`src/rtl/prlm_pkg.sv`:
```
package prlm_pkg;

   localparam int PATTERN_MAX_LEN = 8;
   localparam int PATTERN_SLOTS   = 4;
   localparam int QUEUE_DEPTH     = 4;

   localparam logic [2:0] ST_MATCHED    = 3'd0;
   localparam logic [2:0] ST_SHORT      = 3'd1;
   localparam logic [2:0] ST_NOT_POST   = 3'd2;
   localparam logic [2:0] ST_NO_SLASH   = 3'd3;
   localparam logic [2:0] ST_NO_HTTP    = 3'd4;
   localparam logic [2:0] ST_NO_PATTERN = 3'd5;

   localparam logic [2:0] CSR_PATTERN_TEXT_0  = 3'd0;
   localparam logic [2:0] CSR_PATTERN_TEXT_1  = 3'd1;
   localparam logic [2:0] CSR_PATTERN_TEXT_2  = 3'd2;
   localparam logic [2:0] CSR_PATTERN_TEXT_3  = 3'd3;
   localparam logic [2:0] CSR_PATTERN_LENGTHS = 3'd4;
   localparam logic [2:0] CSR_PATTERN_COUNT   = 3'd5;

   localparam logic [7:0] CHAR_SLASH = 8'h2F;
   localparam logic [7:0] CHAR_SPACE = 8'h20;

   typedef struct packed {
      logic [7:0] request_byte;
      logic       last_byte;
   } req_type;

   typedef struct packed {
      logic [2:0] status;
      logic [1:0] matched_index;
   } rsp_type;

   typedef struct packed {
      logic [PATTERN_SLOTS-1:0][63:0] pattern_text;
      logic [15:0]                    pattern_lengths;
      logic [2:0]                     pattern_count;
   } cfg_type;

   typedef struct packed {
      logic       path_vld;
      logic [7:0] path_byte;
      logic       last;
      logic [2:0] status;
   } qentry_type;

   typedef struct packed {
      logic full;
      logic head_valid;
   } fifo_status_type;

endpackage

```
`src/rtl/post_request_line_matcher_top.sv`:
```
// Request-line matcher for POST requests.
// req_ channel: one request byte per transaction, last_byte marks the end of
// a request. rsp_ channel: one status transaction per request, after its
// final byte; matched_index is 0 unless status is matched.
// csr_ channel: register writes (index, data), always ready; write only while
// no request is in flight.
// Throughput: one byte per cycle unless req_stall is high. The front end
// tracks the POST prefix and the four-byte HTTP/ window; path bytes and the
// final verdict pass through a four-entry queue to the back end, which runs
// the pattern compare and drives the output register.
// Result path: with the queue empty, the final byte's entry is written into
// the queue, then popped into the output register that drives rsp_valid.
// Stall: while rsp_stall holds a result, path transactions keep draining; the
// next final transaction waits at the queue head, and once the queue holds
// four entries req_stall rises.
// Reset (synchronous): parse state, queue and output clear; all pattern
// registers return to zero. No clearing pass is needed.
module post_request_line_matcher_top (
   input  logic               clock,
   input  logic               reset,
   input  logic               req_valid,
   input  prlm_pkg::req_type  req_payload,
   output logic               req_stall,
   output logic               rsp_valid,
   input  logic               rsp_stall,
   output prlm_pkg::rsp_type  rsp_payload,
   input  logic               csr_valid,
   output logic               csr_ready,
   input  logic [2:0]         csr_index,
   input  logic [63:0]        csr_wdata
);

   prlm_pkg::cfg_type         cfg_ff, cfg_in;
   prlm_pkg::fifo_status_type q_status;
   prlm_pkg::qentry_type      push_data, head_data;
   logic                      push_valid, pop;

   assign csr_ready = 1'b1;

   always_comb begin
      cfg_in = cfg_ff;
      if (csr_valid && csr_ready) begin
         unique case (csr_index)
            prlm_pkg::CSR_PATTERN_TEXT_0:  cfg_in.pattern_text[0] = csr_wdata;
            prlm_pkg::CSR_PATTERN_TEXT_1:  cfg_in.pattern_text[1] = csr_wdata;
            prlm_pkg::CSR_PATTERN_TEXT_2:  cfg_in.pattern_text[2] = csr_wdata;
            prlm_pkg::CSR_PATTERN_TEXT_3:  cfg_in.pattern_text[3] = csr_wdata;
            prlm_pkg::CSR_PATTERN_LENGTHS: cfg_in.pattern_lengths = csr_wdata[15:0];
            prlm_pkg::CSR_PATTERN_COUNT:   cfg_in.pattern_count = csr_wdata[2:0];
            default: begin
            end
         endcase
      end
   end

   always_ff @(posedge clock) begin
      if (reset) begin
         cfg_ff <= '0;
      end else begin
         cfg_ff <= cfg_in;
      end
   end

   prlm_front u_front (
      .clock       (clock),
      .reset       (reset),
      .req_valid   (req_valid),
      .req_payload (req_payload),
      .req_stall   (req_stall),
      .q_status    (q_status),
      .push_valid  (push_valid),
      .push_data   (push_data)
   );

   prlm_fifo u_fifo (
      .clock      (clock),
      .reset      (reset),
      .push_valid (push_valid),
      .push_data  (push_data),
      .pop        (pop),
      .q_status   (q_status),
      .head_data  (head_data)
   );

   prlm_back u_back (
      .clock       (clock),
      .reset       (reset),
      .cfg         (cfg_ff),
      .q_status    (q_status),
      .head_data   (head_data),
      .pop         (pop),
      .rsp_valid   (rsp_valid),
      .rsp_stall   (rsp_stall),
      .rsp_payload (rsp_payload)
   );

`ifndef NO_ASSERTIONS
   a_idx_zero: assert property (@(posedge clock) disable iff (reset)
      rsp_valid && rsp_payload.status != prlm_pkg::ST_MATCHED
      |-> rsp_payload.matched_index == 2'd0)
      else $error("matched_index set without a match");

   a_idx_in_use: assert property (@(posedge clock) disable iff (reset)
      rsp_valid && rsp_payload.status == prlm_pkg::ST_MATCHED
      |-> {1'b0, rsp_payload.matched_index} < cfg_ff.pattern_count)
      else $error("matched slot beyond pattern count");

   a_status_range: assert property (@(posedge clock) disable iff (reset)
      rsp_valid |-> rsp_payload.status <= prlm_pkg::ST_NO_PATTERN)
      else $error("status code out of range");

   a_final_pop: assert property (@(posedge clock) disable iff (reset)
      pop && head_data.last |=> rsp_valid)
      else $error("final transaction popped without a result");
`endif

endmodule

```
`src/rtl/prlm_front.sv`:
```
module prlm_front (
   input  logic                      clock,
   input  logic                      reset,
   input  logic                      req_valid,
   input  prlm_pkg::req_type         req_payload,
   output logic                      req_stall,
   input  prlm_pkg::fifo_status_type q_status,
   output logic                      push_valid,
   output prlm_pkg::qentry_type      push_data
);

   localparam logic [2:0] PH_POST     = 3'd0;
   localparam logic [2:0] PH_SPACES   = 3'd1;
   localparam logic [2:0] PH_SEARCH   = 3'd2;
   localparam logic [2:0] PH_FOUND    = 3'd3;
   localparam logic [2:0] PH_NOT_POST = 3'd4;
   localparam logic [2:0] PH_NO_SLASH = 3'd5;

   logic [2:0]      phase_ff, phase_in;
   logic [3:0]      cnt_ff, cnt_in;
   logic [2:0]      fill_ff, fill_in;
   logic [3:0][7:0] win_ff, win_in;
   logic            accept;
   logic [7:0]      b;
   logic            path_vld;
   logic [2:0]      status;

   function automatic logic [7:0] post_char(input logic [1:0] pos);
      logic [7:0] c;
      case (pos)
         2'd0:    c = 8'h50;
         2'd1:    c = 8'h4F;
         2'd2:    c = 8'h53;
         default: c = 8'h54;
      endcase
      return c;
   endfunction

   function automatic logic is_http(input logic [3:0][7:0] w);
      return ((w[0] | 8'h20) == 8'h68) && ((w[1] | 8'h20) == 8'h74) &&
             ((w[2] | 8'h20) == 8'h74) && ((w[3] | 8'h20) == 8'h70);
   endfunction

   assign req_stall = q_status.full;
   assign accept    = req_valid && !q_status.full;
   assign b         = req_payload.request_byte;

   always_comb begin
      phase_in = phase_ff;
      cnt_in   = cnt_ff;
      fill_in  = fill_ff;
      win_in   = win_ff;
      path_vld = 1'b0;
      status   = prlm_pkg::ST_SHORT;
      if (accept) begin
         unique case (phase_ff)
            PH_POST: begin
               if (cnt_ff < 4'd4 && b != post_char(cnt_ff[1:0])) begin
                  phase_in = PH_NOT_POST;
               end else if (cnt_ff >= 4'd3) begin
                  phase_in = PH_SPACES;
               end
            end
            PH_SPACES: begin
               if (b == prlm_pkg::CHAR_SLASH) begin
                  phase_in = PH_SEARCH;
               end else if (b != prlm_pkg::CHAR_SPACE) begin
                  phase_in = PH_NO_SLASH;
               end
            end
            PH_SEARCH: begin
               if (fill_ff >= 3'd4) begin
                  if (b == prlm_pkg::CHAR_SLASH && is_http(win_ff)) begin
                     phase_in = PH_FOUND;
                  end else begin
                     path_vld = 1'b1;
                     win_in   = {b, win_ff[3], win_ff[2], win_ff[1]};
                  end
               end else begin
                  win_in[fill_ff[1:0]] = b;
                  fill_in              = fill_ff + 3'd1;
               end
            end
            default: begin
            end
         endcase
         if (cnt_ff < 4'd8) begin
            cnt_in = cnt_ff + 4'd1;
         end
         if (cnt_in < 4'd8) begin
            status = prlm_pkg::ST_SHORT;
         end else if (phase_in == PH_NOT_POST || phase_in == PH_POST) begin
            status = prlm_pkg::ST_NOT_POST;
         end else if (phase_in == PH_SPACES || phase_in == PH_NO_SLASH) begin
            status = prlm_pkg::ST_NO_SLASH;
         end else if (phase_in == PH_SEARCH) begin
            status = prlm_pkg::ST_NO_HTTP;
         end else begin
            status = prlm_pkg::ST_NO_PATTERN;
         end
         if (req_payload.last_byte) begin
            phase_in = PH_POST;
            cnt_in   = 4'd0;
            fill_in  = 3'd0;
         end
      end
   end

   assign push_valid          = accept && (path_vld || req_payload.last_byte);
   assign push_data.path_vld  = path_vld;
   assign push_data.path_byte = win_ff[0];
   assign push_data.last      = req_payload.last_byte;
   assign push_data.status    = status;

   always_ff @(posedge clock) begin
      if (reset) begin
         phase_ff <= PH_POST;
         cnt_ff   <= 4'd0;
         fill_ff  <= 3'd0;
      end else begin
         phase_ff <= phase_in;
         cnt_ff   <= cnt_in;
         fill_ff  <= fill_in;
      end
   end

   always_ff @(posedge clock) begin
      win_ff <= win_in;
   end

endmodule

```
`src/rtl/prlm_fifo.sv`:
```
module prlm_fifo (
   input  logic                      clock,
   input  logic                      reset,
   input  logic                      push_valid,
   input  prlm_pkg::qentry_type      push_data,
   input  logic                      pop,
   output prlm_pkg::fifo_status_type q_status,
   output prlm_pkg::qentry_type      head_data
);

   localparam int PW = $clog2(prlm_pkg::QUEUE_DEPTH);

   prlm_pkg::qentry_type mem_ff [prlm_pkg::QUEUE_DEPTH];
   logic [PW-1:0]        wr_ptr_ff, wr_ptr_in;
   logic [PW-1:0]        rd_ptr_ff, rd_ptr_in;
   logic [PW:0]          count_ff, count_in;
   logic                 do_push, do_pop;

   assign q_status.full       = (count_ff == (PW + 1)'(prlm_pkg::QUEUE_DEPTH));
   assign q_status.head_valid = (count_ff != '0);
   assign head_data           = mem_ff[rd_ptr_ff];

   assign do_push = push_valid && !q_status.full;
   assign do_pop  = pop && q_status.head_valid;

   always_comb begin
      wr_ptr_in = do_push ? wr_ptr_ff + PW'(1) : wr_ptr_ff;
      rd_ptr_in = do_pop ? rd_ptr_ff + PW'(1) : rd_ptr_ff;
      count_in  = count_ff;
      if (do_push && !do_pop) begin
         count_in = count_ff + (PW + 1)'(1);
      end else if (do_pop && !do_push) begin
         count_in = count_ff - (PW + 1)'(1);
      end
   end

   always_ff @(posedge clock) begin
      if (reset) begin
         wr_ptr_ff <= '0;
         rd_ptr_ff <= '0;
         count_ff  <= '0;
      end else begin
         wr_ptr_ff <= wr_ptr_in;
         rd_ptr_ff <= rd_ptr_in;
         count_ff  <= count_in;
      end
   end

   always_ff @(posedge clock) begin
      if (do_push) begin
         mem_ff[wr_ptr_ff] <= push_data;
      end
   end

endmodule

```
`src/rtl/prlm_back.sv`:
```
module prlm_back (
   input  logic                      clock,
   input  logic                      reset,
   input  prlm_pkg::cfg_type         cfg,
   input  prlm_pkg::fifo_status_type q_status,
   input  prlm_pkg::qentry_type      head_data,
   output logic                      pop,
   output logic                      rsp_valid,
   input  logic                      rsp_stall,
   output prlm_pkg::rsp_type         rsp_payload
);

   localparam int SLOTS = prlm_pkg::PATTERN_SLOTS;

   logic [3:0]         seg_len_ff, seg_len_in;
   logic [3:0]         seg_ns_ff, seg_ns_in;
   logic [SLOTS-1:0]   failed_ff, failed_in;
   logic               rsp_valid_ff, rsp_valid_in;
   prlm_pkg::rsp_type  rsp_ff, rsp_in;
   logic [3:0]         slot_len [SLOTS];
   logic [2:0]         used;
   logic               found;
   logic [7:0]         pbyte;

   always_comb begin
      for (int i = 0; i < SLOTS; i++) begin
         slot_len[i] = (cfg.pattern_lengths[4*i +: 4] > 4'(prlm_pkg::PATTERN_MAX_LEN)) ?
                       4'(prlm_pkg::PATTERN_MAX_LEN) : cfg.pattern_lengths[4*i +: 4];
      end
   end

   assign used = (cfg.pattern_count > 3'(SLOTS)) ? 3'(SLOTS) : cfg.pattern_count;
   assign pop  = q_status.head_valid && (!head_data.last || !rsp_valid_ff || !rsp_stall);

   always_comb begin
      seg_len_in   = seg_len_ff;
      seg_ns_in    = seg_ns_ff;
      failed_in    = failed_ff;
      rsp_valid_in = rsp_valid_ff && rsp_stall;
      rsp_in       = rsp_ff;
      found        = 1'b0;
      pbyte        = 8'h00;
      if (pop) begin
         if (head_data.path_vld) begin
            if (head_data.path_byte == prlm_pkg::CHAR_SLASH) begin
               seg_len_in = 4'd0;
               seg_ns_in  = 4'd0;
               failed_in  = '0;
            end else begin
               for (int i = 0; i < SLOTS; i++) begin
                  pbyte = cfg.pattern_text[i][{seg_len_ff[2:0], 3'b000} +: 8];
                  if (seg_len_ff < slot_len[i] && pbyte != head_data.path_byte) begin
                     failed_in[i] = 1'b1;
                  end
               end
               if (seg_len_ff < 4'(prlm_pkg::PATTERN_MAX_LEN + 1)) begin
                  seg_len_in = seg_len_ff + 4'd1;
               end
               if (head_data.path_byte != prlm_pkg::CHAR_SPACE) begin
                  seg_ns_in = seg_len_in;
               end
            end
         end
         if (head_data.last) begin
            rsp_valid_in         = 1'b1;
            rsp_in.status        = head_data.status;
            rsp_in.matched_index = 2'd0;
            if (head_data.status == prlm_pkg::ST_NO_PATTERN) begin
               for (int i = 0; i < SLOTS; i++) begin
                  if (!found && 3'(i) < used && !failed_ff[i] && slot_len[i] <= seg_ns_ff) begin
                     found                = 1'b1;
                     rsp_in.status        = prlm_pkg::ST_MATCHED;
                     rsp_in.matched_index = 2'(i);
                  end
               end
            end
            seg_len_in = 4'd0;
            seg_ns_in  = 4'd0;
            failed_in  = '0;
         end
      end
   end

   assign rsp_valid   = rsp_valid_ff;
   assign rsp_payload = rsp_ff;

   always_ff @(posedge clock) begin
      if (reset) begin
         seg_len_ff   <= 4'd0;
         seg_ns_ff    <= 4'd0;
         failed_ff    <= '0;
         rsp_valid_ff <= 1'b0;
      end else begin
         seg_len_ff   <= seg_len_in;
         seg_ns_ff    <= seg_ns_in;
         failed_ff    <= failed_in;
         rsp_valid_ff <= rsp_valid_in;
      end
   end

   always_ff @(posedge clock) begin
      rsp_ff <= rsp_in;
   end

endmodule

```
`config.mk`:
```
export PLATFORM = sky130hd
export DESIGN_NAME = post_request_line_matcher_top
export DESIGN_NICKNAME = d
export VERILOG_FILES = /design/src/rtl/prlm_pkg.sv /design/src/rtl/post_request_line_matcher_top.sv /design/src/rtl/prlm_front.sv /design/src/rtl/prlm_fifo.sv /design/src/rtl/prlm_back.sv
export SDC_FILE = /design/constraint.sdc
export NUM_CORES = 1
export LEC_CHECK = 0
export BUFFER_PORTS_ARGS = -buffer_cell sky130_fd_sc_hd__buf_2
export CAP_MARGIN = 40
export CELL_PAD_IN_SITES_DETAIL_PLACEMENT = 0
export CELL_PAD_IN_SITES_GLOBAL_PLACEMENT = 1
export CORE_MARGIN = 4
export CORE_UTILIZATION = 50
export DETAILED_ROUTE_END_ITERATION = 16
export PLACE_DENSITY_LB_ADDON = 0.1
export SYNTH_ARGS = -nofsm -noshare
export SYNTH_HDL_FRONTEND = slang
export SYNTH_HIERARCHICAL = 1
export SYNTH_SLANG_ARGS = --single-unit
```
`constraint.sdc`:
```
create_clock -name clock -period 4.1 [get_ports clock]
set_input_delay 1.025 -clock clock [delete_from_list [all_inputs] [get_ports clock]]
set_output_delay 1.025 -clock clock [all_outputs]
set_load 0.02 [all_outputs]
```
==> metrics <==
post-place setup slack 371.6 ps; ratio of cells with drive above 1 in the final layout 13.78%; ANT nets after route 0; Rel. slew slack 47.09%; H-Tree Depth 2; clk root buf clkbuf_16; Startpoint Class flop; CTS Sinks 396; post-synthesis cell type count 81; Worst-Skew Late Latency 570 ps; fill cell count 3329; Final GP Congestion between 0.8 and 0.9; Clock Path Buffers 3; Ant. Diodes 0; Synth Flop Type dfxtp_1; post-CTS setup buffers 0; status completed; worst slew pin tran 793.7 ps; CORE AREA 0.03865 mm2; boundary pin count between 80 and 90; total negative setup slack 0 ps; pwr dens 445.5 mW/mm2; dpl cell area 0.02028 mm2; max-cap viol count 0; Post-Synthesis Cells 1725; sequential-to-total area share from yosys stat 45.22%; register area 0.008827 mm2; nets 1891; largest net degree at the start of global routing roughly 150; gr ovfl total 0; TritonCTS clock tree done; post-synthesis cell area 0.01950 mm2; highest clock rate between 300 and 400 MHz; via count 12840; area added between synthesis and finish 11.29%; Post-synth EDFFs 89; Synth Area per Inst 11.31 um2; Final setup viols 0; Arr. time, crit path 3750 ps; clock buffer count from CTS 43; required time worst endpoint 4590 ps; final WL 50000 um; syn nets 1850; first-pass GRT wire length 77540 um; DR WL/cell 21.57 um; #FFs+latches synth around 400; synth top area cells dfxtp_1, mux2i_1, edfxtp_1; critical path peak fanout 8; Die Wd 205.5 um; Final Skew around 15 ps; post-route clock period utilization 79.50%; Post-synth ARST share 0%; post-route cell area 0.02170 mm2; vias in the first global route between 10000 and 15000; Worst Setup Slack, final roughly 840 ps; Yosys top cell by area dfxtp_1; Detail Placement HPWL ~36000 um; Initial Util 50.46%; Post-CTS Resized 0; First-pass DRT Iterations 5; Final Critical Period 3259 ps; Core Util, Final 56.16%; Port Buf Inserts 87; initial antenna violation count 0; RSZ-0062 raised after global routing false; Slew Viols, Final 0; row count 72; vias per inst 5.539; worst vdd ir approximately 350 uV; Setup CP Type reg2reg; dpl cells about 2200; Final Non-Filler Cells approximately 2300; hold violation count in the final report 0; R2R Setup Slk 840 ps; footprint of the multi-input gates 0.009874 mm2; top cell type's share of synthesized area 31.52%; drt drc 0; Setup crit end kind flop; Hold-fix buffers, CTS 0; Die Height 205.5 um; Leakage 9.136 nW; yosys warns 6; Die ar. 0.04223 mm2; Iter 0 DRT Violations 724; GRT Total Usage 23.71%; Hold Path Class reg2reg; clock slew at reported path FFs 60 ps
-- path summary, 6_finish.rpt --
path,start,end,depth (start not counted)
max,u_fifo/count_ff[0],u_fifo/count_ff[2],13
max reg2reg,u_fifo/count_ff[0],u_fifo/count_ff[2],13
min reg2reg,u_back/failed_ff[3],u_back/failed_ff[3],2
min,u_back/failed_ff[3],u_back/failed_ff[3],2
-- metal layers --
metal	GRT usage, %	up-vias	wire [um]
li1	-	6191	-
met4	5.048	0	802
met3	2.884	50	1658
met1	35.04	6386	24580
met2	37.64	212	22960
met5	0	-	0
-- cell usage after synthesis (all sizes together) (3+ instances only) --
master	count
xor2	27
a22o	29
nor3b	3
o22ai	7
o21ai	20
mux2i	353
and4	3
o41ai	6
nand2b	357
edfxtp	89
nor3	3
or3	4
nand3	4
a22oi	19
buf	73
o31ai	3
clkbuf	54
nand4	7
nor2b	26
nand4bb	3
nor2	42
inv	34
mux4	43
or2	4
or4	3
a21o	4
and3	14
mux2	8
a21oi	42
a221oi	7
and2	6
nand2	24
ha	43
o211ai	5
a2bb2oi	4
nor4	11
dfxtp	307
nor4b	4
-- metrics by stage --
| step | power, mW | hold slack [ps] |
|---|---|---|
| after global routing | 10.04 | 478.2 |
| after detailed placement | 5.860 | 445.5 |
| after global placement | 5.831 | 441.1 |
| final | 9.668 | 458.6 |
| after CTS | 9.751 | 459.1 |
| after floorplan | 5.451 | 410.8 |
-- cell usage in the layout (no fill, tap or decap), types with 9 or more instances in the layout --
cell / Yosys / layout
nand2b_1: 357 / 357
mux2i_1: 353 / 353
dfxtp_1: 307 / 304
edfxtp_1: 89 / 89
buf_2: 36 / 86
clkbuf_16: 0 / 44
ha_1: 43 / 43
a21oi_1: 41 / 41
nor2_1: 40 / 40
inv_1: 33 / 33
mux4_2: 32 / 32
buf_4: 22 / 29
a22o_1: 29 / 29
xor2_1: 27 / 27
nor2b_1: 26 / 26
nand2_1: 24 / 24
o21ai_0: 19 / 19
a22oi_1: 19 / 19
and3_1: 14 / 14
mux4_1: 11 / 11
clkbuf_1: 53 / 10
nor4_1: 10 / 10
clkbuf_8: 0 / 9
-- sequential cells by signal, summed over array words and instances, names as in the netlist, named ones only --
| signal | count |
|---|---|
| cfg_ff | 275 |
| u_back/failed_ff | 4 |
| u_back/rsp_payload | 5 |
| u_back/seg_len_ff | 4 |
| u_back/rsp_valid | 1 |
| u_fifo/rd_ptr_ff | 2 |
| u_back/seg_ns_ff | 4 |
| u_fifo/wr_ptr_ff | 2 |
| u_front/push_data | 8 |
| u_front/phase_ff | 3 |
| u_front/cnt_ff | 4 |
| u_front/fill_ff | 3 |
| u_front/win_ff | 24 |
| u_fifo/count_ff | 3 |
| u_fifo/mem_ff | 52 |
-- power by group --
group	switching (mW)	total (mW)	internal [mW]
clock network	1.58	3.89	2.31
registers	0.140	4.26	4.12
logic	0.865	1.52	0.653
-- kinds of logic (layout without fill, tap and decap cells) --
family                     after synthesis  after routing  synth area share, %
xor gates and xnor gates                28             28                1.258
AOI/OAI and AO/OA                      159            159                5.730
adders and majority gates               44             44                2.862
DFF                                    396            396                45.22
other                                    1              1              0.01923
and+or+nand+nor                        532            532                16.81
muxes                                  404            404                23.76
buffers and inverters                  161            236                4.344
-- worst max-delay path, cell delays in order (launching register included) --
cell,delay [ps]
dfxtp_1,490
nor3b_2,140
nand2b_1,270
nor3_1,330
nand2_1,110
o21ai_0,210
inv_1,110
nor2_2,240
ha_1,220
inv_1,60
fa_1,370
xor2_1,170
or3_1,320
a21oi_1,150
-- area by class of cell --
| cell class | instances | share of cell area (%) |
|---|---|---|
| Tap cell | 518 | 2.986 |
| Sequential cell | 396 | 40.67 |
| Clock inverter | 17 | 0.7956 |
| Clock buffer | 62 | 5.754 |
| Timing Repair Buffer | 123 | 3.707 |
| Inverter | 34 | 0.5880 |
| Multi-Input combinational cell | 1168 | 45.50 |
Note: power is estimated with default switching activity, not from simulation.
